[config.mk]
export PLATFORM = sky130hd
export DESIGN_NAME = rhbd_datapath
export DESIGN_NICKNAME = d
export VERILOG_FILES = /design/src/sv/rhbd_pkg.sv /design/src/sv/rhbd_datapath.sv
export SDC_FILE = /design/constraint.sdc
export NUM_CORES = 1
export LEC_CHECK = 0
export BUFFER_PORTS_ARGS = -buffer_cell sky130_fd_sc_hd__buf_2
export CAP_MARGIN = 15
export CORE_MARGIN = 5
export CORE_UTILIZATION = 45
export CTS_CLUSTER_SIZE = 12
export DETAILED_ROUTE_END_ITERATION = 6
export PLACE_DENSITY = 0.77
export SYNTH_ARGS = -nofsm -noshare
export SYNTH_HDL_FRONTEND = slang
export SYNTH_SLANG_ARGS = --single-unit
export TNS_END_PERCENT = 1
[constraint.sdc]
create_clock -name aclk -period 5.3 [get_ports aclk]
set_clock_uncertainty 0.1 [all_clocks]
set_input_delay 0.265 -clock aclk [delete_from_list [all_inputs] [get_ports aclk]]
set_output_delay 0.265 -clock aclk [all_outputs]
set_load 0.005 [all_outputs]
[src/sv/rhbd_pkg.sv]
// rhbd_pkg: shared types and constants for the rgb half box downscaler
// no dependencies; imported by every module of the block except rhbd_ram

package rhbd_pkg;

    localparam int unsigned DEF_WIDTH_LIMIT = 2048;
    localparam int unsigned DEF_MAX_HEIGHT  = 2048;

    localparam int unsigned CFG_DIM_W   = 12;
    localparam int unsigned CHAN_W      = 8;
    localparam int unsigned PAIR_W      = CHAN_W + 1;
    localparam int unsigned SUM_W       = CHAN_W + 2;
    localparam int unsigned LINE_W      = 3 * PAIR_W;
    localparam int unsigned APB_DATA_W  = 32;
    localparam int unsigned APB_ADDR_W  = 3;
    localparam int unsigned REG_IDX_LSB = 2;

    localparam logic [CFG_DIM_W-1:0] FRAME_WIDTH_RST  = 12'd640;
    localparam logic [CFG_DIM_W-1:0] FRAME_HEIGHT_RST = 12'd480;

    typedef enum logic [0:0] {
        REG_FRAME_WIDTH  = 1'b0,
        REG_FRAME_HEIGHT = 1'b1
    } reg_idx_t;

    typedef struct packed {
        logic [CHAN_W-1:0] pix_red;
        logic [CHAN_W-1:0] pix_green;
        logic [CHAN_W-1:0] pix_blue;
    } pix_in_t;

    typedef struct packed {
        logic [CHAN_W-1:0] out_red;
        logic [CHAN_W-1:0] out_green;
        logic [CHAN_W-1:0] out_blue;
        logic              row_end;
        logic              frame_end;
    } pix_out_t;

    // per-request decisions handed from the position tracker to the datapath
    typedef struct packed {
        logic self_pair;
        logic double_row;
        logic wr_en;
        logic emit;
        logic row_end;
        logic frame_end;
    } rhbd_ctl_t;

endpackage

[src/sv/rhbd_datapath.sv]
// rhbd_datapath: input stage register, pair and block sums, rounding, result register
// depends on rhbd_pkg; writes and reads the line store through the ram ports

module rhbd_datapath import rhbd_pkg::*; #(
    parameter int unsigned ADDR_W = 10
) (
    input  logic              aclk,
    input  logic              aresetn,
    input  logic              accept,
    output logic              in_ready,
    input  pix_in_t           s_data,
    input  pix_in_t           held,
    input  rhbd_ctl_t         ctl,
    input  logic [ADDR_W-1:0] line_addr,
    input  logic [LINE_W-1:0] ram_rdata,
    output logic              ram_we,
    output logic [ADDR_W-1:0] ram_waddr,
    output logic [LINE_W-1:0] ram_wdata,
    output logic              m_valid,
    input  logic              m_ready,
    output pix_out_t          m_data
);

    logic              st1_valid_reg, st1_valid_next;
    rhbd_ctl_t         st1_ctl_reg;
    pix_in_t           st1_pix_reg, st1_held_reg;
    logic [ADDR_W-1:0] st1_addr_reg;
    logic              byp_reg;
    logic [LINE_W-1:0] byp_data_reg;
    logic              m_valid_reg, m_valid_next;
    pix_out_t          m_data_reg, m_data_next;

    logic              advance, st1_fire;
    logic [PAIR_W-1:0] pr_r, pr_g, pr_b;
    logic [LINE_W-1:0] pair_word, upper;
    logic [SUM_W-1:0]  sm_r, sm_g, sm_b;

    function automatic logic [PAIR_W-1:0] add_chan(input logic [CHAN_W-1:0] a,
                                                   input logic [CHAN_W-1:0] b);
        return PAIR_W'(a) + PAIR_W'(b);
    endfunction

    function automatic logic [SUM_W-1:0] add_pair(input logic [PAIR_W-1:0] a,
                                                  input logic [PAIR_W-1:0] b);
        return SUM_W'(a) + SUM_W'(b);
    endfunction

    function automatic logic [CHAN_W-1:0] round_mean(input logic [SUM_W-1:0] s);
        logic [SUM_W-1:0] t;
        t = s + SUM_W'(2);
        return t[SUM_W-1:2];
    endfunction

    assign advance  = ~m_valid_reg | m_ready;
    assign st1_fire = st1_valid_reg & advance;
    assign in_ready = ~st1_valid_reg | advance;

    // horizontal pair, single column pairs with itself
    always_comb begin
        if (st1_ctl_reg.self_pair) begin
            pr_r = add_chan(st1_pix_reg.pix_red, st1_pix_reg.pix_red);
            pr_g = add_chan(st1_pix_reg.pix_green, st1_pix_reg.pix_green);
            pr_b = add_chan(st1_pix_reg.pix_blue, st1_pix_reg.pix_blue);
        end else begin
            pr_r = add_chan(st1_held_reg.pix_red, st1_pix_reg.pix_red);
            pr_g = add_chan(st1_held_reg.pix_green, st1_pix_reg.pix_green);
            pr_b = add_chan(st1_held_reg.pix_blue, st1_pix_reg.pix_blue);
        end
    end

    assign pair_word = {pr_r, pr_g, pr_b};
    assign upper     = byp_reg ? byp_data_reg : ram_rdata;

    // vertical sum, single row pairs with itself
    always_comb begin
        if (st1_ctl_reg.double_row) begin
            sm_r = add_pair(pr_r, pr_r);
            sm_g = add_pair(pr_g, pr_g);
            sm_b = add_pair(pr_b, pr_b);
        end else begin
            sm_r = add_pair(upper[3*PAIR_W-1:2*PAIR_W], pr_r);
            sm_g = add_pair(upper[2*PAIR_W-1:PAIR_W], pr_g);
            sm_b = add_pair(upper[PAIR_W-1:0], pr_b);
        end
    end

    assign ram_we    = st1_fire & st1_ctl_reg.wr_en;
    assign ram_waddr = st1_addr_reg;
    assign ram_wdata = pair_word;

    always_comb begin
        st1_valid_next = st1_valid_reg;
        if (accept) begin
            st1_valid_next = 1'b1;
        end else if (st1_fire) begin
            st1_valid_next = 1'b0;
        end
    end

    always_comb begin
        m_valid_next          = m_valid_reg;
        m_data_next           = m_data_reg;
        m_data_next.out_red   = round_mean(sm_r);
        m_data_next.out_green = round_mean(sm_g);
        m_data_next.out_blue  = round_mean(sm_b);
        m_data_next.row_end   = st1_ctl_reg.row_end;
        m_data_next.frame_end = st1_ctl_reg.frame_end;
        if (st1_fire && st1_ctl_reg.emit) begin
            m_valid_next = 1'b1;
        end else begin
            m_data_next = m_data_reg;
            if (m_ready) begin
                m_valid_next = 1'b0;
            end
        end
    end

    always_ff @(posedge aclk) begin
        if (!aresetn) begin
            st1_valid_reg <= 1'b0;
            m_valid_reg   <= 1'b0;
        end else begin
            st1_valid_reg <= st1_valid_next;
            m_valid_reg   <= m_valid_next;
        end
    end

    // payload registers; forward a same-address write that the read missed
    always_ff @(posedge aclk) begin
        if (accept) begin
            st1_ctl_reg  <= ctl;
            st1_pix_reg  <= s_data;
            st1_held_reg <= held;
            st1_addr_reg <= line_addr;
            byp_reg      <= ram_we && (ram_waddr == line_addr);
            byp_data_reg <= pair_word;
        end
        m_data_reg <= m_data_next;
    end

    assign m_valid = m_valid_reg;
    assign m_data  = m_data_reg;

    a_frame_end_row_end: assert property (@(posedge aclk) disable iff (!aresetn)
        m_valid_reg && m_data_reg.frame_end |-> m_data_reg.row_end)
        else $error("frame end without row end");

    a_stage_holds: assert property (@(posedge aclk) disable iff (!aresetn)
        st1_valid_reg && !advance |=> st1_valid_reg && $stable(st1_pix_reg))
        else $error("stalled request lost from input stage");

    a_emit_reaches_out: assert property (@(posedge aclk) disable iff (!aresetn)
        st1_fire && st1_ctl_reg.emit |=> m_valid_reg)
        else $error("result not loaded into output register");

endmodule

==> results.yml <==
drt:
  routedWlPerCell_um: 17.1
  drt_iter0_drc: 337
  drc: 0
  ant_nets: 0
  routed_wl_mm: 17.0
  first_pass_iters: 5
  vias: 5304
  viasPerCell: 5.34
outcome:
  outcome: "complete, no violations"
grt:
  grt_use_total: 0.195
  grt_first_pass_wirelength_mm: 27.4
  overflow: 0
  grt_start_max_net_pins: 71
  grt_antenna_before_repair: 0
  grt_pass1_vias: 5628
place:
  numPortBuffers: 160
  dpl.hpwl_mm: 11.8
  gp_congestion: 0.884
  dp_slack_ns: 0.426
  place_inst: 897
yosys:
  ys.flop_type: "edfxtp_1"
  synth.top_cell.area_share: 0.514
  yosysMostFrequentCell: "edfxtp_1"
  yosysWarnings: 0
  synth_cell_types: 54
  syn_inst: 557
  netlist_top_cells_count: "edfxtp_1, ha_1, xnor2_1"
  synth_area_per_cell_um2: 12.4
  synthTopCellsByArea: "edfxtp_1, ha_1, xnor2_1"
  ys_ff_latch: 120
  synth_largest_area_cell: "edfxtp_1"
  syn_nets: 709
  synth_edf_count: 118
  yosysSeqAreaShare: 0.520
  synth_area_mm2: 0.00689
  async_reset_ff_frac: 0
sta:
  finalCritPeriodShare: 0.926
  grt_setup_unrepaired: "false"
  slew_violations: 0
  hold_viol: 0
  tightest_slew_ns: 1.05
  fin_crit_ns: 4.91
  tns_ns: 0
  fin_ws_ns: 0.390
  final-setup-viol-count: 0
  max_slew_margin: 0.300
  max_freq_ghz: 0.204
clocking:
  clkTransAtPathRegs_ns: 0.06
  cts_tree: "yes"
  cts_setup_buffers: 0
  cts_buffers: 17
  clk_path_buf_depth: 2
  cts_sinks: 120
  h-tree-depth: 4
  clk_latency_ns: 0.42
  clockRootBuffer: "clkbuf_16"
worst_setup_path:
  crit_path_max_fanout: 21
  start_kind: "flip-flop"
  critPathKind: "reg -> reg"
  arrival_ns: 5.02
  crit_path_end_kind: "flip-flop"
  critPathRequiredTime_ns: 5.41
  rrSetupSlack_ns: 0.39
power_and_ir_drop:
  p_int_mw: 2.85
  swShare: 0.358
  power.switching_mw: 1.59
  peakVddDrop_v: 0.000291
  power_frac_clock: 0.263
  leakage_nw: 3.83
  combPwrFrac: 0.436
  p_per_area_mw_per_mm2: 485
  seqPwrFrac: 0.301
layout:
  fill_cells: 1198
  post-route-util: 0.607
  antennaDiodeCount: 0
  largest_register_ffs: 27
  fin_cells: 994
  final_nets: 945
  area_delta_synth_final_pct: 33.0
  drive_gt1_frac: 0.280
die:
  core_area_mm2: 0.0151
  die_area_mm2: 0.0179
  io_pins: 161
  die_h_um: 134
  die_x_um: 134
  num_rows: 45
  start_util: 0.456
hold_path:
  hp-class: "in -> reg"
flow_run:
  drv_cap: 0
==> what timing repair did <==
action / in CTS / in global routing
gates resized for setup: 0 / 1
endpoints found under the hold margin: 66 / 0
hold buffers: 65 / 0
setup endpoints to repair: 0 / 1
==> cell type report <==
type	count	area [µm²]	area share
Clock buffer	19	453	0.0495
Clock inverter	13	145	0.0158
Inverter	20	75.1	0.00820
Multi-Input combinational cell	405	3180	0.347
Sequential cell	120	3580	0.391
Tap cell	188	235	0.0257
Timing Repair Buffer	229	1480	0.162
==> critical path, stage by stage (launching register included) <==
cell and delay, ns:
edfxtp_1 0.42, buf_4 0.33, mux2_2 0.40, ha_1 0.28
a21o_1 0.16, a21oi_1 0.26, o21bai_1 0.14, a2111oi_0 0.46
or3_1 0.21, xnor2_1 0.16, a21o_1 0.23, ha_1 0.38
nor2b_1 0.22, nand2_1 0.07, a21o_1 0.15, o211a_1 0.14
nor2b_1 0.15, nand2_1 0.06, o311ai_0 0.33
==> worst paths after layout <==
kind / startpoint / to / cells after the start
max: st1_ctl_reg[5] / m_data[9] / 18
min reg2reg: st1_ctl_reg[1] / m_data[1] / 0
max reg2reg: st1_ctl_reg[5] / m_data[9] / 18
min: m_ready / m_valid / 3
==> layer usage <==
| layer | GRT usage | up-vias | share of wire |
|---|---|---|---|
| li1 | - | 2565 | - |
| met1 | 0.216 | 2542 | 0.40 |
| met2 | 0.355 | 169 | 0.52 |
| met3 | 0.0514 | 28 | 0.061 |
| met4 | 0.0754 | 0 | 0.020 |
| met5 | 0 | - | 0 |
==> layout by cell type, fill, tap and decap left out, types with 6 or more instances in the layout <==
cell type,Yosys,layout
fa_1,6,6
ha_1,51,51
mux2_2,25,25
dlygate4sd3_1,0,65
nand2_1,37,37
nor2b_1,13,13
buf_2,2,159
inv_1,20,20
clkinvlp_4,0,6
mux2i_1,23,23
o21ai_0,30,29
xnor2_1,38,38
xor2_1,26,26
o21bai_1,8,8
nand3_1,13,13
a21oi_1,23,23
nor2_1,22,22
nor3_1,10,10
edfxtp_1,118,118
a21o_1,12,12
clkbuf_16,0,17
==> logic make-up after synthesis <==
logic type,share of synthesized area
simple gates,0.0892
flops,0.520
compound gates,0.105
xor+xnor,0.0814
fa+ha+maj,0.110
mux,0.0765
buf+inv,0.0178
==> power groups by stage <==
| stage | logic, mW | registers, mW | clock network, mW |
|---|---|---|---|
| after floorplan | 1.36 | 1.35 | 0 |
| after global placement | 1.79 | 1.35 | 0 |
| after detailed placement | 1.87 | 1.35 | 0 |
| after CTS | 1.93 | 1.34 | 1.19 |
| after global routing | 2.16 | 1.35 | 1.23 |
| final | 1.94 | 1.34 | 1.17 |
==> per-stage QoR <==
step	hold WS [ns]	power [mW]	cell area (µm²)
4_1_cts	0.0448	4.46	9160
6_report	0.0908	4.44	9160
3_5_place_dp	0.307	3.23	7910
5_1_grt	0.107	4.74	9160
2_1_floorplan	0.264	2.71	6890
3_3_place_gp	0.304	3.14	7910
Note: power is estimated with default switching activity, not from simulation.
