`src/sv/rhbd_pkg.sv`:
```
// rhbd_pkg: shared types and constants for the rgb half box downscaler
// no dependencies; imported by every module of the block except rhbd_ram

package rhbd_pkg;

    localparam int unsigned DEF_WIDTH_LIMIT = 2048;
    localparam int unsigned DEF_MAX_HEIGHT  = 2048;

    localparam int unsigned CFG_DIM_W   = 12;
    localparam int unsigned CHAN_W      = 8;
    localparam int unsigned PAIR_W      = CHAN_W + 1;
    localparam int unsigned SUM_W       = CHAN_W + 2;
    localparam int unsigned LINE_W      = 3 * PAIR_W;
    localparam int unsigned APB_DATA_W  = 32;
    localparam int unsigned APB_ADDR_W  = 3;
    localparam int unsigned REG_IDX_LSB = 2;

    localparam logic [CFG_DIM_W-1:0] FRAME_WIDTH_RST  = 12'd640;
    localparam logic [CFG_DIM_W-1:0] FRAME_HEIGHT_RST = 12'd480;

    typedef enum logic [0:0] {
        REG_FRAME_WIDTH  = 1'b0,
        REG_FRAME_HEIGHT = 1'b1
    } reg_idx_t;

    typedef struct packed {
        logic [CHAN_W-1:0] pix_red;
        logic [CHAN_W-1:0] pix_green;
        logic [CHAN_W-1:0] pix_blue;
    } pix_in_t;

    typedef struct packed {
        logic [CHAN_W-1:0] out_red;
        logic [CHAN_W-1:0] out_green;
        logic [CHAN_W-1:0] out_blue;
        logic              row_end;
        logic              frame_end;
    } pix_out_t;

    // per-request decisions handed from the position tracker to the datapath
    typedef struct packed {
        logic self_pair;
        logic double_row;
        logic wr_en;
        logic emit;
        logic row_end;
        logic frame_end;
    } rhbd_ctl_t;

endpackage

```
`src/sv/rhbd_regs.sv`:
```
// rhbd_regs: apb register file for frame width and height
// depends on rhbd_pkg; gives clamped frame dimensions and a write strobe

module rhbd_regs import rhbd_pkg::*; #(
    parameter int unsigned WIDTH_LIMIT = DEF_WIDTH_LIMIT,
    parameter int unsigned MAX_HEIGHT  = DEF_MAX_HEIGHT,
    localparam int unsigned WDW = $clog2(WIDTH_LIMIT + 1),
    localparam int unsigned HDW = $clog2(MAX_HEIGHT + 1)
) (
    input  logic                  aclk,
    input  logic                  aresetn,
    input  logic                  psel,
    input  logic                  penable,
    input  logic                  pwrite,
    input  logic [APB_ADDR_W-1:0] paddr,
    input  logic [APB_DATA_W-1:0] pwdata,
    output logic [APB_DATA_W-1:0] prdata,
    output logic                  pready,
    output logic [WDW-1:0]        width_eff,
    output logic [HDW-1:0]        height_eff,
    output logic                  cfg_we
);

    localparam int unsigned CMP_WW = (WDW > CFG_DIM_W) ? WDW : CFG_DIM_W;
    localparam int unsigned CMP_HW = (HDW > CFG_DIM_W) ? HDW : CFG_DIM_W;

    logic [CFG_DIM_W-1:0] frame_width_reg, frame_width_next;
    logic [CFG_DIM_W-1:0] frame_height_reg, frame_height_next;
    logic [CMP_WW-1:0]    fw_ext;
    logic [CMP_HW-1:0]    fh_ext;
    reg_idx_t             idx;

    assign idx    = reg_idx_t'(paddr[REG_IDX_LSB]);
    assign pready = 1'b1;
    assign cfg_we = psel & penable & pwrite & pready;

    always_comb begin
        frame_width_next  = frame_width_reg;
        frame_height_next = frame_height_reg;
        if (cfg_we) begin
            unique case (idx)
                REG_FRAME_WIDTH:  frame_width_next  = pwdata[CFG_DIM_W-1:0];
                REG_FRAME_HEIGHT: frame_height_next = pwdata[CFG_DIM_W-1:0];
            endcase
        end
    end

    always_ff @(posedge aclk) begin
        if (!aresetn) begin
            frame_width_reg  <= FRAME_WIDTH_RST;
            frame_height_reg <= FRAME_HEIGHT_RST;
        end else begin
            frame_width_reg  <= frame_width_next;
            frame_height_reg <= frame_height_next;
        end
    end

    always_comb begin
        unique case (idx)
            REG_FRAME_WIDTH:  prdata = APB_DATA_W'(frame_width_reg);
            REG_FRAME_HEIGHT: prdata = APB_DATA_W'(frame_height_reg);
        endcase
    end

    // zero acts as one, oversize acts as the maximum
    assign fw_ext = CMP_WW'(frame_width_reg);
    assign fh_ext = CMP_HW'(frame_height_reg);

    always_comb begin
        if (fw_ext == '0) begin
            width_eff = WDW'(1);
        end else if (fw_ext > CMP_WW'(WIDTH_LIMIT)) begin
            width_eff = WDW'(WIDTH_LIMIT);
        end else begin
            width_eff = fw_ext[WDW-1:0];
        end
        if (fh_ext == '0) begin
            height_eff = HDW'(1);
        end else if (fh_ext > CMP_HW'(MAX_HEIGHT)) begin
            height_eff = HDW'(MAX_HEIGHT);
        end else begin
            height_eff = fh_ext[HDW-1:0];
        end
    end

endmodule

```
`config.mk`:
```
export PLATFORM = sky130hd
export DESIGN_NAME = rhbd_regs
export DESIGN_NICKNAME = d
export VERILOG_FILES = /design/src/sv/rhbd_pkg.sv /design/src/sv/rhbd_regs.sv
export SDC_FILE = /design/constraint.sdc
export NUM_CORES = 1
export LEC_CHECK = 0
export BUFFER_PORTS_ARGS = -buffer_cell sky130_fd_sc_hd__buf_2
export CAP_MARGIN = 5
export CORE_ASPECT_RATIO = 1.5
export CORE_MARGIN = 2
export CORE_UTILIZATION = 40
export CTS_CLUSTER_SIZE = 8
export DETAILED_ROUTE_END_ITERATION = 16
export PLACE_DENSITY_LB_ADDON = 0.25
export SLEW_MARGIN = 30
export SYNTH_ARGS = -nofsm -noshare
export SYNTH_HDL_FRONTEND = slang
export SYNTH_SLANG_ARGS = --single-unit
export TNS_END_PERCENT = 20
```
`constraint.sdc`:
```
create_clock -name aclk -period 1.3 [get_ports aclk]
set_input_delay 0.13 -clock aclk [delete_from_list [all_inputs] [get_ports aclk]]
set_output_delay 0.13 -clock aclk [all_outputs]
set_load 0.02 [all_outputs]
```
==> results.py, run 1 <==
metrics = {
    "floorplan": {
        "die_width_um": 54.1,
        "core_area_um2": 3650,
        "die_area_um2": 4280,
        "rows": 27,
        "start_util_pct": 41.3,
        "ios": 98,
        "die_h_um": 79.1,
    },
    "place": {
        "dp_hpwl_um": 2660,
        "place_congestion": 0.749,
        "placed_cell_area_um2": 1780,
        "port_buffers": 54,
    },
    "sta": {
        "finalCritPeriodShare_pct": 107,
        "setup_viol": 3,
        "fin_skew_ps": 0,
        "timing.hold.ws_ps": 106,
        "tightest_slew_ps": 557,
        "worst_slack_ps": -85.4,
        "finalHoldViolCount": 0,
        "relSlewSlack_pct": 62.8,
        "finalCriticalPeriod_ps": 1390,
        "grt_setup_unrepaired": "true",
        "finalMaxSlewViolations": 0,
        "max_clock_freq_mhz": 722,
    },
    "cells_and_area": {
        "num_antenna_cells": 0,
        "fin_nets": 273,
        "multiInputGateArea_um2": 908,
        "regArea_um2": 497,
        "finish.instance_area_um2": 1960,
        "syn_to_final_growth_pct": 30.3,
        "drive_above_1_share_pct": 42.2,
        "nFillCells": 355,
    },
    "global_route": {
        "grt_pass1_vias": 1186,
        "antenna_found_initial": 0,
        "grt_usage_pct": 18.0,
        "grt_pass1_wl_um": 5670,
        "grt_max_degree": 23,
        "overflow": 0,
    },
    "logic_synthesis": {
        "yosys.area.top_type": "dfxtp_1",
        "yosys.area.top_type_share_pct": 31.9,
        "async_flop_share_pct": 0,
        "synth_seq_area_share_pct": 31.9,
        "ys_types": 20,
        "synthTopCellsByCount": "nor2b_1 (33), nand2_1 (30), dfxtp_1 (24), mux2i_1 (24), buf_4 (22)",
        "ys.flop_type": "dfxtp_1",
        "avgSynthCellArea_um2": 8.70,
        "synth_seq_cells": 24,
        "ys_warn_count": 0,
        "yosysMostFrequentCell": "nor2b_1",
        "syn_area_um2": 1510,
        "synth_area_leaders": "dfxtp_1 (32%), mux2i_1 (16%), nor2b_1 (14%), buf_4 (11%), mux2_2 (8.2%)",
        "synth-edff-count": 0,
        "syn_inst": 173,
    },
    "setup_path": {
        "crit_chain": "nor4_4 > a41o_1 > buf_6",
        "crit_type": "reg2out",
        "worstSetupEndpointType": "output port",
        "crit_path_start_kind": "register",
        "critical_path.top_delay_family": "flip-flops",
        "slowest_delay_ps": 340,
        "crit_buf_inv": 1,
        "slowest_stage": "dfxtp_2",
        "critical_path_cell_count": 3,
        "cp_data_arrival_time_ps": 1260,
        "crit_fanout": 2,
        "reg2reg_depth": 3,
        "required_ps": 1170,
    },
    "clock_tree": {
        "clk_pin_slew_ps": 80,
        "root_buffer": "clkbuf_8",
        "numClockSinks": 24,
        "ctsLongestPathBuffers": 2,
        "clk_latency_ps": 260,
        "htreeDepth": 1,
        "numCtsBuffers": 3,
        "cts_tree": "done",
    },
    "power": {
        "p_switching_mw": 0.450,
        "p_sw_share_pct": 28.1,
        "ir_worst_vdd_mv": 0.431,
        "combPwrFrac_pct": 20.4,
        "sequentialPowerShare_pct": 48.1,
        "power_density_nw_per_um2": 815,
        "p_leak_nw": 0.979,
        "p_clk_share_pct": 31.6,
        "internal_power_mw": 1.15,
    },
    "routing": {
        "via_per_inst": 4.64,
        "drc": 0,
        "num_vias": 1275,
        "drt-total-wl_um": 3540,
        "ant_nets": 0,
        "dr.pass1.iters": 3,
        "drtIter0Drc": 18,
        "wl_per_cell_um": 12.9,
    },
    "run_status": {
        "violations": "negative setup slack",
        "status": "complete, but fails checks",
    },
    "worst_hold_path": {
        "worstHoldPathCells": 3,
        "hp-class": "in2reg",
    },
    "run": {
        "max_cap_viol_count": 0,
    },
}
timing repair:
item	4_1_cts	5_1_grt
resized for setup	18	6
buffers inserted	5	1
setup endpoints to repair	11	6
pin swaps	6	2
hold buffers	0	0
final timing paths:
path / startpoint / to / slack (ps)
setup / recovery: frame_width_reg[10] / width_eff[0] / -90
hold / removal: pwdata[5] / frame_width_reg[5] / 110
setup reg to reg: frame_width_reg[11] / frame_width_reg[11] / 510
hold reg to reg: frame_width_reg[0] / frame_width_reg[0] / 480
power groups by stage:
stage               sequential [mW]  combinational [mW]  clock, mW
finish                        0.768               0.326      0.504
global route                  0.771               0.355      0.547
CTS                           0.769               0.322      0.522
detailed placement            0.786               0.310          0
global placement              0.786               0.310          0
floorplan                     0.779               0.262          0
stage by stage:
step | power (mW) | std cells | setup TNS [ps] | setup slack, ps | utilization [%]
floorplan | 1.04 | 192 | 0 | 219 | -
global placement | 1.10 | 265 | 0 | 107 | 48.9
detailed placement | 1.10 | 265 | 0 | 84.8 | 48.9
CTS | 1.61 | 274 | -140 | -67.1 | 53.0
global route | 1.67 | 275 | -366 | -142 | 53.7
finish | 1.60 | 275 | -145 | -85.4 | 53.7
cell usage in the layout, fill, tap and decap left out:
cell	n
buf_2	51
nor4_2	2
nor4_4	2
buf_6	3
clkbuf_8	4
nor2b_1	33
dfxtp_2	7
nand4b_2	1
mux2_2	11
and3_1	1
nor2_1	2
o21ai_1	1
mux2i_1	24
buf_12	3
buf_4	12
and4_1	1
nand4_1	1
dfxtp_1	15
inv_1	2
dfxtp_4	2
a41o_1	2
conb_1	21
nand2_1	30
and4b_1	1
worst register-to-register path, cell delays in order, from the launching register on:
cell,delay (ps)
dfxtp_1,400
buf_4,170
nand2_1,50
mux2i_1,110
final cells by class:
cell class | instances | area share (%)
multi-input combinational | 133 | 46.3
sequential | 24 | 25.3
timing repair buffer | 69 | 22.4
clock buffer | 4 | 2.81
tap | 43 | 2.74
inverter | 2 | 0.383
cell families (layout without fill, tap and decap cells):
group           after synthesis  count (layout)  synth area share [%]
mux                          35              35                  24.2
other cells                   2              21                 0.499
flops                        24              24                  31.9
buf+inv                      35              75                  15.3
simple gates                 74              74                  26.4
compound gates                3               3                  1.66
routing by layer:
layer,up-vias,global-route usage [%],wire length (µm)
li1,641,-,-
met1,572,20.7,1470
met2,57,32.8,1830
met3,5,1.88,196
met4,0,6.00,49
met5,-,0,0
(Power assumes the default switching activity.)
==> inputs of run 2 (changes only) <==
Settings changed: CELL_PAD_IN_SITES_DETAIL_PLACEMENT from default to 0, CELL_PAD_IN_SITES_GLOBAL_PLACEMENT from default to 2, CORE_UTILIZATION 40 to 22.
==> results.py, run 2 (synthesis results as in run 1) <==
metrics = {
    "global_route": {
        "gr-usage-met2_pct": 18.7,
        "grt_pass1_vias": 1278,
        "grt_pass1_wl_um": 6560,
        "grt.met1_usage_pct": 14.3,
        "overflow": 0,
        "gr-usage-met3_pct": 1.63,
        "grt_usage_pct": 11.2,
        "top_usage_layer": "met2",
        "grt_max_degree": 41,
        "antenna_found_initial": 0,
    },
    "cells_and_area": {
        "num_antenna_cells": 0,
        "fin_nets": 272,
        "syn_to_final_growth_pct": 33.4,
        "layout.cells.most_common": "buf_2",
        "mostFrequentLayoutCells": "buf_2 (49), nor2b_1 (33), nand2_1 (30)",
        "post-route-util_pct": 30.5,
        "instances_no_fill": 307,
        "finish.instance_area_um2": 2010,
        "drive_above_1_share_pct": 42.0,
        "nFillCells": 729,
    },
    "setup_path": {
        "timing.rr.end": "fh_ext[11]",
        "crit_buf_inv": 1,
        "reg2reg_depth": 3,
        "required_ps": 1170,
        "crit_fanout": 4,
        "worstSetupEndpointType": "output port",
        "r2r_start": "fh_ext[11]",
        "slowest_delay_ps": 340,
        "critical_path_cell_count": 3,
        "slowest_stage": "dfxtp_1",
        "critical_path.top_delay_family": "flip-flops",
        "cp_data_arrival_time_ps": 1240,
        "r2r_slack_ps": 510,
        "crit_path_start_kind": "register",
        "startpoint": "fh_ext[2]",
        "crit_chain": "nor4_1 > a41o_1 > buf_6",
        "crit_type": "reg2out",
        "crit_end": "height_eff[0]",
    },
    "floorplan": {
        "die_area_um2": 7530,
        "rows": 36,
        "start_util_pct": 22.9,
        "ios": 98,
        "die_h_um": 105,
        "die_width_um": 71.5,
        "core_area_um2": 6580,
    },
    "routing": {
        "ant_nets": 0,
        "via_per_inst": 4.11,
        "drt-total-wl_um": 4150,
        "dr.pass1.iters": 3,
        "num_vias": 1262,
        "drc": 0,
        "drtIter0Drc": 35,
        "wl_per_cell_um": 13.5,
    },
    "place": {
        "dpl.cell_count": 303,
        "place_ws_ps": -15.5,
        "placed_cell_area_um2": 1860,
        "port_buffers": 54,
        "place_congestion": 0.736,
        "dp_hpwl_um": 3250,
    },
    "sta": {
        "max_clock_freq_mhz": 730,
        "setup_viol": 3,
        "grt_setup_unrepaired": "true",
        "finalMaxSlewViolations": 0,
        "tns_ps": -145,
        "finalHoldViolCount": 0,
        "tightest_slew_ps": 608,
        "finalCriticalPeriod_ps": 1370,
        "fin_skew_ps": 0,
        "worst_slack_ps": -69.6,
        "relSlewSlack_pct": 59.4,
        "timing.hold.ws_ps": 102,
        "finalCritPeriodShare_pct": 105,
    },
    "power": {
        "power.total_mw": 1.75,
        "power_density_nw_per_um2": 871,
        "ir_worst_vdd_mv": 0.313,
        "p_leak_nw": 0.989,
    },
    "clock_tree": {
        "numClockSinks": 24,
        "htreeDepth": 1,
        "postCtsHoldBufs": 0,
        "numCtsBuffers": 3,
        "cts_tree": "done",
        "root_buffer": "clkbuf_8",
        "ctsLongestPathBuffers": 2,
        "postCtsSetupBuffers": 0,
        "clk_latency_ps": 270,
        "clk_pin_slew_ps": 90,
    },
    "run": {
        "max_cap_viol_count": 0,
    },
    "worst_hold_path": {
        "hp-class": "in2reg",
    },
    "run_status": {
        "violations": "negative setup slack",
        "status": "complete, but fails checks",
    },
}
==> run 2: cell count changes in the layout (fill, tap and decap cells not counted), sizes merged <==
| cell | previous run | this run |
|---|---|---|
| clkbuf | 4 | 3 |
| buf | 69 | 68 |
| bufinv | 0 | 1 |
==> run 2: worst min path at each step <==
stage / from / end / slack [ps] / cells past startpoint
after global routing: pwdata[8] / frame_width_reg[8] / 90 / 3
after CTS: pwdata[8] / frame_width_reg[8] / 100 / 3
final: pwdata[8] / frame_width_reg[8] / 100 / 3
after detailed placement: pwdata[5] / frame_width_reg[5] / 400 / 3
after global placement: pwdata[6] / frame_width_reg[6] / 400 / 3
after floorplan: pwdata[9] / fh_ext[9] / 270 / 2
==> run 2: where the power goes <==
group          leakage [nW]  switching, mW  total, mW  internal, mW
Combinational         0.758          0.199      0.324         0.125
Sequential            0.196         0.0194      0.770         0.751
Clock                0.0357          0.243      0.655         0.412
Total                 0.989          0.462       1.75          1.29
==> run 2: final cells by class <==
| class | count | area (µm²) | share of cell area [%] |
|---|---|---|---|
| Timing Repair Buffer | 68 | 437 | 21.7 |
| Clock inverter | 1 | 30.0 | 1.50 |
| Clock buffer | 3 | 41.3 | 2.06 |
| Inverter | 2 | 7.51 | 0.374 |
| Sequential cell | 24 | 495 | 24.7 |
| Tap cell | 76 | 95.1 | 4.74 |
| Multi-Input combinational cell | 133 | 902 | 44.9 |
==> run 2: per-layer routing <==
metal	vias up	wire (µm)
met1	568	1780
met3	4	235
li1	640	-
met5	-	0
met2	50	2060
met4	0	76
==> run 2: repair_timing <==
item                       CTS  global route
gates cloned                 0             0
resized for setup           16             9
setup endpoints to repair   13            10
pin swaps                    4             2
==> run 2: worst reg2reg max path: stages (launching register included) <==
cell and delay (ps):
dfxtp_4 410, buf_4 150, nand2_1 50, mux2i_1 110
