$ cat config.mk
export PLATFORM = sky130hd
export DESIGN_NAME = rhbd_ctrl
export DESIGN_NICKNAME = d
export VERILOG_FILES = /design/src/sv/rhbd_pkg.sv /design/src/sv/rhbd_ctrl.sv
export SDC_FILE = /design/constraint.sdc
export NUM_CORES = 1
export LEC_CHECK = 0
export ABC_AREA = 1
export BUFFER_PORTS_ARGS = -buffer_cell sky130_fd_sc_hd__buf_2
export CORE_ASPECT_RATIO = 0.7
export CORE_UTILIZATION = 46
export DETAILED_ROUTE_END_ITERATION = 8
export MAX_ROUTING_LAYER = met4
export PLACE_DENSITY = 0.71
export RECOVER_POWER = 100
export SETUP_SLACK_MARGIN = 0.4
export SYNTH_ARGS = -nofsm -noshare
export SYNTH_HDL_FRONTEND = slang
export SYNTH_SLANG_ARGS = --single-unit
$ cat constraint.sdc
create_clock -name aclk -period 2.8 [get_ports aclk]
set_input_delay 0.56 -clock aclk [delete_from_list [all_inputs] [get_ports aclk]]
set_output_delay 0.56 -clock aclk [all_outputs]
set_load 0.005 [all_outputs]
$ cat src/sv/rhbd_pkg.sv
// rhbd_pkg: shared types and constants for the rgb half box downscaler
// no dependencies; imported by every module of the block except rhbd_ram

package rhbd_pkg;

    localparam int unsigned DEF_WIDTH_LIMIT = 2048;
    localparam int unsigned DEF_MAX_HEIGHT  = 2048;

    localparam int unsigned CFG_DIM_W   = 12;
    localparam int unsigned CHAN_W      = 8;
    localparam int unsigned PAIR_W      = CHAN_W + 1;
    localparam int unsigned SUM_W       = CHAN_W + 2;
    localparam int unsigned LINE_W      = 3 * PAIR_W;
    localparam int unsigned APB_DATA_W  = 32;
    localparam int unsigned APB_ADDR_W  = 3;
    localparam int unsigned REG_IDX_LSB = 2;

    localparam logic [CFG_DIM_W-1:0] FRAME_WIDTH_RST  = 12'd640;
    localparam logic [CFG_DIM_W-1:0] FRAME_HEIGHT_RST = 12'd480;

    typedef enum logic [0:0] {
        REG_FRAME_WIDTH  = 1'b0,
        REG_FRAME_HEIGHT = 1'b1
    } reg_idx_t;

    typedef struct packed {
        logic [CHAN_W-1:0] pix_red;
        logic [CHAN_W-1:0] pix_green;
        logic [CHAN_W-1:0] pix_blue;
    } pix_in_t;

    typedef struct packed {
        logic [CHAN_W-1:0] out_red;
        logic [CHAN_W-1:0] out_green;
        logic [CHAN_W-1:0] out_blue;
        logic              row_end;
        logic              frame_end;
    } pix_out_t;

    // per-request decisions handed from the position tracker to the datapath
    typedef struct packed {
        logic self_pair;
        logic double_row;
        logic wr_en;
        logic emit;
        logic row_end;
        logic frame_end;
    } rhbd_ctl_t;

endpackage

$ cat src/sv/rhbd_ctrl.sv
// rhbd_ctrl: raster position tracking, held even-column pixel, per-request decisions
// depends on rhbd_pkg; drives the line store read address

module rhbd_ctrl import rhbd_pkg::*; #(
    parameter int unsigned WIDTH_LIMIT = DEF_WIDTH_LIMIT,
    parameter int unsigned MAX_HEIGHT  = DEF_MAX_HEIGHT,
    localparam int unsigned WDW    = $clog2(WIDTH_LIMIT + 1),
    localparam int unsigned HDW    = $clog2(MAX_HEIGHT + 1),
    localparam int unsigned DEPTH  = WIDTH_LIMIT / 2,
    localparam int unsigned ADDR_W = (DEPTH > 1) ? $clog2(DEPTH) : 1
) (
    input  logic              aclk,
    input  logic              aresetn,
    input  logic              accept,
    input  logic              cfg_we,
    input  logic [WDW-1:0]    width_eff,
    input  logic [HDW-1:0]    height_eff,
    input  pix_in_t           s_data,
    output pix_in_t           held,
    output rhbd_ctl_t         ctl,
    output logic [ADDR_W-1:0] line_addr
);

    localparam int unsigned CW = $clog2(WIDTH_LIMIT);
    localparam int unsigned RW = $clog2(MAX_HEIGHT);

    logic [CW-1:0]  col_reg, col_next;
    logic [RW-1:0]  row_reg, row_next;
    pix_in_t        held_reg, held_next;
    logic [WDW-1:0] nw_raw, nw;
    logic [HDW-1:0] nh_raw, nh;
    logic [CW-1:0]  oc;
    logic [RW-1:0]  orow;
    logic           w_one, h_one, col_last, row_last, have_pair;

    assign w_one    = (width_eff == WDW'(1));
    assign h_one    = (height_eff == HDW'(1));
    assign nw_raw   = width_eff >> 1;
    assign nh_raw   = height_eff >> 1;
    assign nw       = (nw_raw == '0) ? WDW'(1) : nw_raw;
    assign nh       = (nh_raw == '0) ? HDW'(1) : nh_raw;
    assign col_last = (WDW'(col_reg) == width_eff - WDW'(1));
    assign row_last = (HDW'(row_reg) == height_eff - HDW'(1));

    assign oc        = w_one ? '0 : (col_reg >> 1);
    assign orow      = row_reg >> 1;
    assign have_pair = w_one | col_reg[0];

    always_comb begin
        ctl.self_pair  = w_one;
        ctl.double_row = h_one;
        ctl.wr_en      = have_pair & ~h_one & ~row_reg[0] & ~row_last;
        ctl.emit       = have_pair & (h_one | row_reg[0]);
        ctl.row_end    = (WDW'(oc) == nw - WDW'(1));
        ctl.frame_end  = ctl.row_end & (HDW'(orow) == nh - HDW'(1));
    end

    assign line_addr = oc[ADDR_W-1:0];
    assign held      = held_reg;

    always_comb begin
        col_next  = col_reg;
        row_next  = row_reg;
        held_next = held_reg;
        if (accept && !w_one && !col_reg[0]) begin
            held_next = s_data;
        end
        if (cfg_we) begin
            col_next = '0;
            row_next = '0;
        end else if (accept) begin
            if (col_last) begin
                col_next = '0;
                row_next = row_last ? '0 : row_reg + RW'(1);
            end else begin
                col_next = col_reg + CW'(1);
            end
        end
    end

    always_ff @(posedge aclk) begin
        if (!aresetn) begin
            col_reg  <= '0;
            row_reg  <= '0;
            held_reg <= '0;
        end else begin
            col_reg  <= col_next;
            row_reg  <= row_next;
            held_reg <= held_next;
        end
    end

    a_no_write_and_emit: assert property (@(posedge aclk) disable iff (!aresetn)
        accept |-> !(ctl.wr_en && ctl.emit))
        else $error("line store write and result on one request");

    a_cfg_restart: assert property (@(posedge aclk) disable iff (!aresetn)
        cfg_we |=> (col_reg == '0) && (row_reg == '0))
        else $error("register write did not restart the frame");

    a_held_capture: assert property (@(posedge aclk) disable iff (!aresetn)
        accept && !w_one && !col_reg[0] |=> held_reg == $past(s_data))
        else $error("even-column pixel not held");

endmodule

==> impl_metrics.ini, run 1 <==
[clock_network]
clock_sinks = 46
cts_buffers = 5
clockRootBuffer = clkbuf_16
hold_buffers = 0
clk_pin_slew_ns = 0.06
htreeDepth = 2
clock_latency_ns = 0.29
clockBufferDepth = 2
cts_tree = yes

[grt]
grt_use_total_pct = 29.1
antenna_found_initial = 0
grt-ovfl-total = 0
grt_pass1_vias = 4396
grt_max_degree = 26
grt_pass1_wl_um = 20300

[yosys]
synth_seq_area_share_pct = 23.5
syn_area_mm2 = 0.00393
ys_ff_latch = 46
synth_top_area_share_pct = 23.5
ys_warn_count = 0
syn-num-nets = 741
yosysTopAreaCell = dfxtp_1
synthCells = 681
yosys-top-cells-area = dfxtp_1 (23%), nand2_1 (19%), nor2_1 (12%), inv_1 (8.2%), xor2_1 (6.0%)
syn_area_per_cell_um2 = 5.76
yosysUniqueCellTypes = 34

[detailed_routing]
drtAntennaViolNets = 0
wl_per_cell_um = 13.6
vias = 4862
drt-total-wl_um = 12800
via_per_inst = 5.18
drt_iter0_drc = 341
drc_errors = 0
first_pass_iters = 7

[placed_design]
post_dp_cell_area_mm2 = 0.00486
dp_hpwl_um = 9430
place_congestion = 0.985
io_buffers = 91

[min_path]
min_path_cells = 3
hold_class = in -> reg
min-delay-start = s_data[17]
hold_path_end = held[17]$_SDFFE_PN0P_

[sta]
tns_ns = -0.181
period_minus_slack_ns = 2.92
slew_headroom_pct = 67.1
worst_slack_ns = -0.125
slew_violations = 0
rsz0062_at_grt = yes
fmax_mhz = 342
finalSetupViolCount = 2
tightest_slew_ns = 0.491
finalHoldViolCount = 0
skew_ns = 0.00497
period_share_pct = 104

[layout]
antenna_cells = 0
syn_to_final_growth_pct = 39.0
largest_reg_flops = 24
utilization_pct = 67.6
drive_gt1_share_pct = 26.0
stdcell_area_mm2 = 0.00546
final_nets = 897

[status]
status = finished with violations
violations = setup timing

[die]
num_rows = 27
design.die.area_mm2 = 0.00891
ios = 92
fp.dieH_um = 79.3
start_util_pct = 48.6
coreArea_mm2 = 0.00807
die_w_um = 112

[pwr]
p_per_area_mw_per_mm2 = 318
vdd_drop_max_uv = 346
total_power_mw = 1.73
p_leak_nw = 2.73

[job]
cap_violations = 0

[setup_path]
crit_fanout = 2
rr_worst_depth = 10
worstPathArrival_ns = 2.36
reg2reg_slack_ns = 0.75
critPathLaunchType = primary input
cp.required_ns = 2.24
r2r_start = col_reg[9]$_SDFFE_PP0P_
rr_endpoint = col_reg[4]$_SDFFE_PP0P_
critPathKind = in -> out
end_kind = output pin
how the worst max path moves through the flow:
stage / start / slack [ns] / to
3_3_place_gp: height_eff[7] / -0.17 / ctl[0]
3_5_place_dp: height_eff[5] / -0.16 / ctl[0]
5_1_grt: height_eff[2] / -0.26 / ctl[0]
2_1_floorplan: height_eff[9] / 0.14 / ctl[0]
4_1_cts: height_eff[10] / -0.10 / ctl[0]
6_report: height_eff[2] / -0.12 / ctl[0]
critical path, cell delays in order:
cell and delay, ns:
buf_2 0.13, nor2_4 0.13, nand2_1 0.09, nor2_2 0.13
nand2_1 0.07, nand2_2 0.07, inv_2 0.04, ha_4 0.25
xor2_1 0.13, o21ai_1 0.08, a21oi_1 0.12, nand3_1 0.09
nor2_1 0.09, and2_1 0.12, nand3_1 0.06, nor2_1 0.07
buf_2 0.11
synth_stat cells, drive strengths merged:
cell type / number
nand3b: 5
dfxtp: 46
nand2: 205
buf: 8
a21boi: 1
o21a: 2
ha: 8
nand3: 46
and3: 2
and2: 2
nor2: 133
nand4: 7
xor2: 27
xnor2: 12
or2: 4
clkbuf: 6
a21oi: 25
nor4: 2
o21bai: 3
o21ai: 34
o211ai: 1
inv: 89
nor3: 13
cell type report:
class | count | area [um2]
Multi-Input combinational cell | 532 | 2810
Fill cell | 722 | 2620
Timing Repair Buffer | 163 | 1110
Sequential cell | 46 | 921
Inverter | 89 | 339
Clock buffer | 7 | 143
Tap cell | 101 | 126
Clock inverter | 1 | 5.00
layout by cell type, fill, tap and decap left out, drive strengths merged:
cell type	n
nand4	7
nor3	13
or2	4
nor4	2
nand3b	5
nand2	205
o21ai	34
o21a	2
nand3	46
a21boi	1
buf	141
clkinv	1
and3	2
nor2	133
ha	8
clkbuf	29
o211ai	1
dfxtp	46
xor2	27
o21bai	3
inv	89
xnor2	12
and2	2
a21oi	25
where the power goes:
group          total (mW)  switching (mW)  internal, mW
Combinational       0.440           0.241         0.200
Sequential          0.697          0.0145         0.683
Clock               0.597           0.243         0.354
logic make-up (layout without fill, tap and decap cells):
kind of cell,count (synthesis),in the layout,share of synthesized area (%)
AOI/OAI and AO/OA,66,66,9.05
xor gates and xnor gates,39,39,8.70
adders and majority gates,8,8,2.55
buffers and inverters,103,260,10.3
DFF,46,46,23.5
and+or+nand+nor,419,419,46.0
what timing repair did:
action	4_1_cts	5_1_grt
gates resized for setup	50	43
setup buffers	17	4
endpoints found under the setup margin	4	17
pin swaps	34	27
layer usage:
layer	global-route usage, %	vias to the layer above	share of wire [%]
met1	40.1	2206	48
met2	45.5	212	43
met5	-	-	0
met4	7.60	0	1.7
li1	-	2423	-
met3	3.28	21	7.2
through the flow:
step           std cells  setup slack, ns  hold slack, ns
2_1_floorplan        681            0.142           0.470
5_1_grt              939           -0.258           0.505
6_report             939           -0.125           0.494
3_3_place_gp         910           -0.167           0.486
3_5_place_dp         910           -0.165           0.499
4_1_cts              935           -0.101           0.494
Note: power is estimated with default switching activity, not from simulation.
==> run 2: changes to the inputs <==
Settings changed: RECOVER_POWER 100 to 50.
==> run 2 against run 1 <==
The flow still finishes with violations (setup timing). Sequential cell count stayed put. Critical path depth stayed put. Setup slack got worse by 0.0011 ns. Maximum frequency barely moved. Wire length increased by 0.31%. Largest cell class unchanged.
==> impl_metrics.ini, run 2 (same netlist as run 1, synthesis figures left out) <==
[status]
status = finished with violations
violations = setup timing

[die]
die_w_um = 112
fp.dieH_um = 79.3
design.die.area_mm2 = 0.00891
num_rows = 27
coreArea_mm2 = 0.00807
ios = 92
start_util_pct = 48.6

[clock_network]
htreeDepth = 2
cts_tree = yes
clk_pin_slew_ns = 0.06
clockRootBuffer = clkbuf_16
clockBufferDepth = 2
clock_sinks = 46
clock_latency_ns = 0.29
cts_buffers = 5
hold_buffers = 0

[detailed_routing]
vias = 4947
drt-total-wl_um = 12800
via_per_inst = 5.27
wl_per_cell_um = 13.7
drt_iter0_drc = 331
first_pass_iters = 5
drc_errors = 0
drtAntennaViolNets = 0

[sta]
tns_ns = -0.126
skew_ns = 0.00620
slew_violations = 0
worst_slack_ns = -0.126
fmax_mhz = 342
finalSetupViolCount = 1
period_minus_slack_ns = 2.93
rsz0062_at_grt = yes
slew_headroom_pct = 65.9
period_share_pct = 104
whs_ns = 0.495
finalHoldViolCount = 0
tightest_slew_ns = 0.509

[pwr]
vdd_drop_max_uv = 346
p_per_area_mw_per_mm2 = 316
total_power_mw = 1.74
p_leak_nw = 2.75

[grt]
grt_pass1_vias = 4396
grt_use_total_pct = 29.1
grt_pass1_wl_um = 20300
grt-ovfl-total = 0
grt_max_degree = 26
antenna_found_initial = 0

[setup_path]
critPathLaunch = height_eff[2]
rr_worst_depth = 9
critPathSlowestCell = ha_4
crit_cells = 17
cp.required_ns = 2.24
cp_cell_sequence = buf_2 > nor2_4 > nand2_1 > nor2_2 > nand2_1 > nand2_2 > inv_2 > ha_4 > xor2_1 > o21ai_1 > a21oi_1 > nand3_1 > nor2_1 > and2_1 > nand3_1 > nor2_1 > buf_2
critPathKind = in -> out
reg2reg_slack_ns = 0.90
critPathLaunchType = primary input
crit_fanout = 2
critical-path-top-delay-family = simple AND/OR/NAND/NOR gates
max_stage_delay_ns = 0.25
worstPathArrival_ns = 2.37
end_kind = output pin
path_buf_inv = 3
r2r_start = col_reg[9]$_SDFFE_PP0P_
rr_endpoint = row_reg[5]$_SDFFE_PP0P_
endpoint = ctl[0]

[layout]
utilization_pct = 68.0
seq_area_um2 = 921
syn_to_final_growth_pct = 39.9
final_cell_mix = nand2_1 (186), nor2_1 (107), inv_1 (80)
final_nets = 897
antenna_cells = 0
multiInputGateArea_mm2 = 0.00282
fillers = 712
drive_gt1_share_pct = 27.1
largest_reg_flops = 24
layout_commonest_cell = nand2_1

[placed_design]
place_congestion = 0.985
io_buffers = 91
dp_hpwl_um = 9430

[min_path]
hold_class = in -> reg

[job]
cap_violations = 0
==> run 2: cell types whose count changed in the layout (fill, tap and decap cells not counted), sizes merged <==
cell	delta
buf	+8
clkbuf	-8
==> run 2: how the worst min path moves through the flow <==
stage,to,startpoint,slack (ns),cells past startpoint
floorplan,row_reg[9]$_SDFFE_PP0P_,row_reg[9]$_SDFFE_PP0P_,0.47,2
global placement,held[19]$_SDFFE_PN0P_,held[19]$_SDFFE_PN0P_,0.49,2
detailed placement,held[7]$_SDFFE_PN0P_,held[7]$_SDFFE_PN0P_,0.50,2
CTS,held[9]$_SDFFE_PN0P_,s_data[9],0.49,3
global route,held[4]$_SDFFE_PN0P_,s_data[4],0.50,3
finish,held[17]$_SDFFE_PN0P_,s_data[17],0.49,3
==> run 2: final cells by class <==
class                           instances  area share (%)
Timing Repair Buffer                  163            20.7
Clock inverter                          1          0.0912
Inverter                               89            6.18
Tap cell                              101            2.30
Multi-Input combinational cell        532            51.4
Sequential cell                        46            16.8
Clock buffer                            7            2.60
==> run 2: worst reg2reg max path, stage by stage (launching register included) <==
cell and delay [ns]:
dfxtp_1 0.49, xor2_1 0.26, inv_1 0.09, nand3_1 0.09, nand2_2 0.06, nor2_1 0.13
nand2_2 0.11, nor3_4 0.36, nand2_1 0.11, a21oi_1 0.13
==> run 2: report_power, final <==
group | total (mW) | internal [mW] | switching (mW) | leakage [nW]
combinational | 0.443 | 0.202 | 0.241 | 2.30
sequential | 0.697 | 0.683 | 0.0146 | 0.377
clock | 0.596 | 0.354 | 0.242 | 0.0739
total | 1.74 | 1.24 | 0.498 | 2.75
==> run 2: through the flow <==
| step | instances | area (um2) | worst slack, ns |
|---|---|---|---|
| 6_report | 939 | 5490 | -0.126 |
| 5_1_grt | 939 | 5490 | -0.258 |
| 4_1_cts | 935 | 5320 | -0.101 |
| 3_5_place_dp | 910 | 4860 | -0.165 |
| 3_3_place_gp | 910 | 4860 | -0.167 |
| 2_1_floorplan | 681 | 3970 | 0.142 |
==> run 2: routing by layer <==
metal  vias up  wire (um)  global-route usage [%]
met5         -          0                       -
met4         0        230                    7.60
met3        25       1010                    3.28
met2       241       5560                    45.5
met1      2253       6040                    40.1
li1       2428          -                       -
==> run 2: what timing repair did <==
| action | CTS | global route |
|---|---|---|
| pin swaps | 34 | 27 |
| cloned | 0 | 0 |
| gates resized for setup | 50 | 43 |
| setup buffers | 17 | 4 |
| setup endpoints to repair | 4 | 17 |
==> run 3: changes to the inputs <==
Settings changed: CELL_PAD_IN_SITES_DETAIL_PLACEMENT set to 0, CELL_PAD_IN_SITES_GLOBAL_PLACEMENT set to 1, CORE_UTILIZATION 46 to 33, PLACE_DENSITY 0.71 to 0.75.
==> run 3 against run 2 <==
The run still ends with setup timing left. Register-to-register slack got worse by 0.04 ns. Wire length is 1.0% higher. Combinational power increased by 2%. Final cell count grew 6.0%. Final area grew 2.8%. Via count down 5.3%. Critical path type unchanged. Highest routed layer unchanged.
==> impl_metrics.ini, run 3 (same netlist as run 1, synthesis figures left out) <==
[clock_network]
clk_pin_slew_ns = 0.06
hold_buffers = 0
clockBufferDepth = 2
clock_sinks = 46
clockRootBuffer = clkbuf_16
cts_tree = yes
clock_latency_ns = 0.28
cts_buffers = 5
htreeDepth = 2

[placed_design]
pre_cts_slack_ns = -0.196
place_congestion = 0.965
dp_hpwl_um = 10200
post_dp_cell_area_mm2 = 0.00497
placedCellCount = 968
io_buffers = 91

[pwr]
combPwrFrac_pct = 25.9
clkPwrFrac_pct = 34.1
p_leak_nw = 2.76
p_int_mw = 1.24
p_sw_uw = 501
vdd_drop_max_uv = 315
pwr-share-seq_pct = 40.0
total_power_mw = 1.74
p_per_area_mw_per_mm2 = 309
switching_share_pct = 28.8

[sta]
slew_violations = 0
worst_slack_ns = -0.0802
fmax_mhz = 347
rsz0062_at_grt = yes
slew_headroom_pct = 52.5
period_share_pct = 103
finalSetupViolCount = 2
tightest_slew_ns = 0.712
period_minus_slack_ns = 2.88
whs_ns = 0.499
skew_ns = 0.00694
finalHoldViolCount = 0

[detailed_routing]
drtAntennaViolNets = 0
wl_met1_um = 7000
first_pass_iters = 4
drt-total-wl_um = 13000
drt_iter0_drc = 347
routed-wl-met2_um = 5260
route.top_layer_used = met4
wl_per_cell_um = 13.0
wl_met3_um = 637
vias = 4684
via_per_inst = 4.71
drc_errors = 0

[grt]
grt_use_total_pct = 21.5
grt_pass1_vias = 4326
grt_max_degree = 26
grt_pass1_wl_um = 20900
grt-ovfl-total = 0
antenna_found_initial = 0

[setup_path]
reg2reg_slack_ns = 0.86
critPathSlowestCell = or2_4
rr_endpoint = row_reg[1]$_SDFFE_PP0P_
worstPathArrival_ns = 2.32
crit_fanout = 2
rr_worst_depth = 14
cp_cell_sequence = buf_6 > or2_4 > nor2_4 > nand2_1 > nand2_2 > inv_2 > ha_4 > xor2_1 > o21ai_1 > a21oi_1 > nand3_1 > nor2_1 > and2_1 > nand3_1 > nor2_1 > buf_2
cp.required_ns = 2.24
critPathLaunchType = primary input
end_kind = output pin
critPathKind = in -> out
path_buf_inv = 3
max_stage_delay_ns = 0.26
r2r_start = row_reg[5]$_SDFFE_PP0P_
critical-path-top-delay-family = simple AND/OR/NAND/NOR gates

[layout]
final_nets = 901
antenna_cells = 0
stdcell_area_mm2 = 0.00565
final_cell_mix = nand2_1 (167), nor2_1 (107), inv_1 (74)
finalNonFillerCells = 995
drive_gt1_share_pct = 30.3
layout_commonest_cell = nand2_1
fillers = 1229
largest_reg_flops = 24
syn_to_final_growth_pct = 43.8

[die]
ios = 92
coreArea_mm2 = 0.0113
start_util_pct = 34.8
die_w_um = 132
num_rows = 32
fp.dieH_um = 93.2
design.die.area_mm2 = 0.0123

[status]
status = finished with violations
violations = setup timing

[min_path]
hold_class = in -> reg
min_path_cells = 3
hold_path_end = held[21]$_SDFFE_PN0P_
min-delay-start = s_data[21]

[job]
cap_violations = 0
[run 3: layout make-up]
type	instances	area, um2	share of cell area, %
tap	153	191	3.39
multi-input combinational	532	2900	51.3
inverter	89	344	6.09
clock buffer	7	143	2.53
sequential	46	921	16.3
clock inverter	1	5.00	0.0887
timing repair buffer	167	1150	20.3
[run 3: per-layer routing]
metal | track usage, % | vias to the layer above
li1 | - | 2427
met1 | 32.3 | 2112
met2 | 31.6 | 143
met3 | 1.95 | 2
met4 | 2.97 | 0
met5 | - | -
[run 3: worst min-delay path, delay by kind of cell]
kind	cells	cell delay (ns)
buffers and inverters	1	0.07
and+or+nand+nor	2	0.11
[run 3: power by group through the flow]
| stage | Clock, mW | Combinational [mW] | Sequential [mW] |
|---|---|---|---|
| 2_1_floorplan | 0 | 0.198 | 0.712 |
| 3_3_place_gp | 0 | 0.376 | 0.708 |
| 3_5_place_dp | 0 | 0.379 | 0.709 |
| 4_1_cts | 0.610 | 0.421 | 0.696 |
| 5_1_grt | 0.639 | 0.496 | 0.699 |
| 6_report | 0.595 | 0.451 | 0.697 |
[run 3: through the flow]
| stage | setup TNS (ns) | util, % |
|---|---|---|
| finish | -0.101 | 50.0 |
| global route | -0.474 | 50.0 |
| CTS | -0.0873 | 48.2 |
| detailed placement | -0.287 | 44.0 |
| global placement | -0.274 | 44.0 |
| floorplan | 0 | - |
[run 3: worst max path at each step]
stage / startpoint / to / cells past startpoint
finish: height_eff[10] / ctl[0] / 16
global route: height_eff[10] / ctl[0] / 16
CTS: height_eff[10] / ctl[0] / 16
detailed placement: height_eff[7] / ctl[0] / 17
global placement: height_eff[7] / ctl[0] / 17
floorplan: height_eff[9] / ctl[0] / 14
[run 3: repair_timing]
action | in CTS | in global routing
endpoints found under the setup margin | 3 | 26
resized for setup | 75 | 46
pin swaps | 34 | 33
buffers inserted | 9 | 10
cloned | 0 | 0
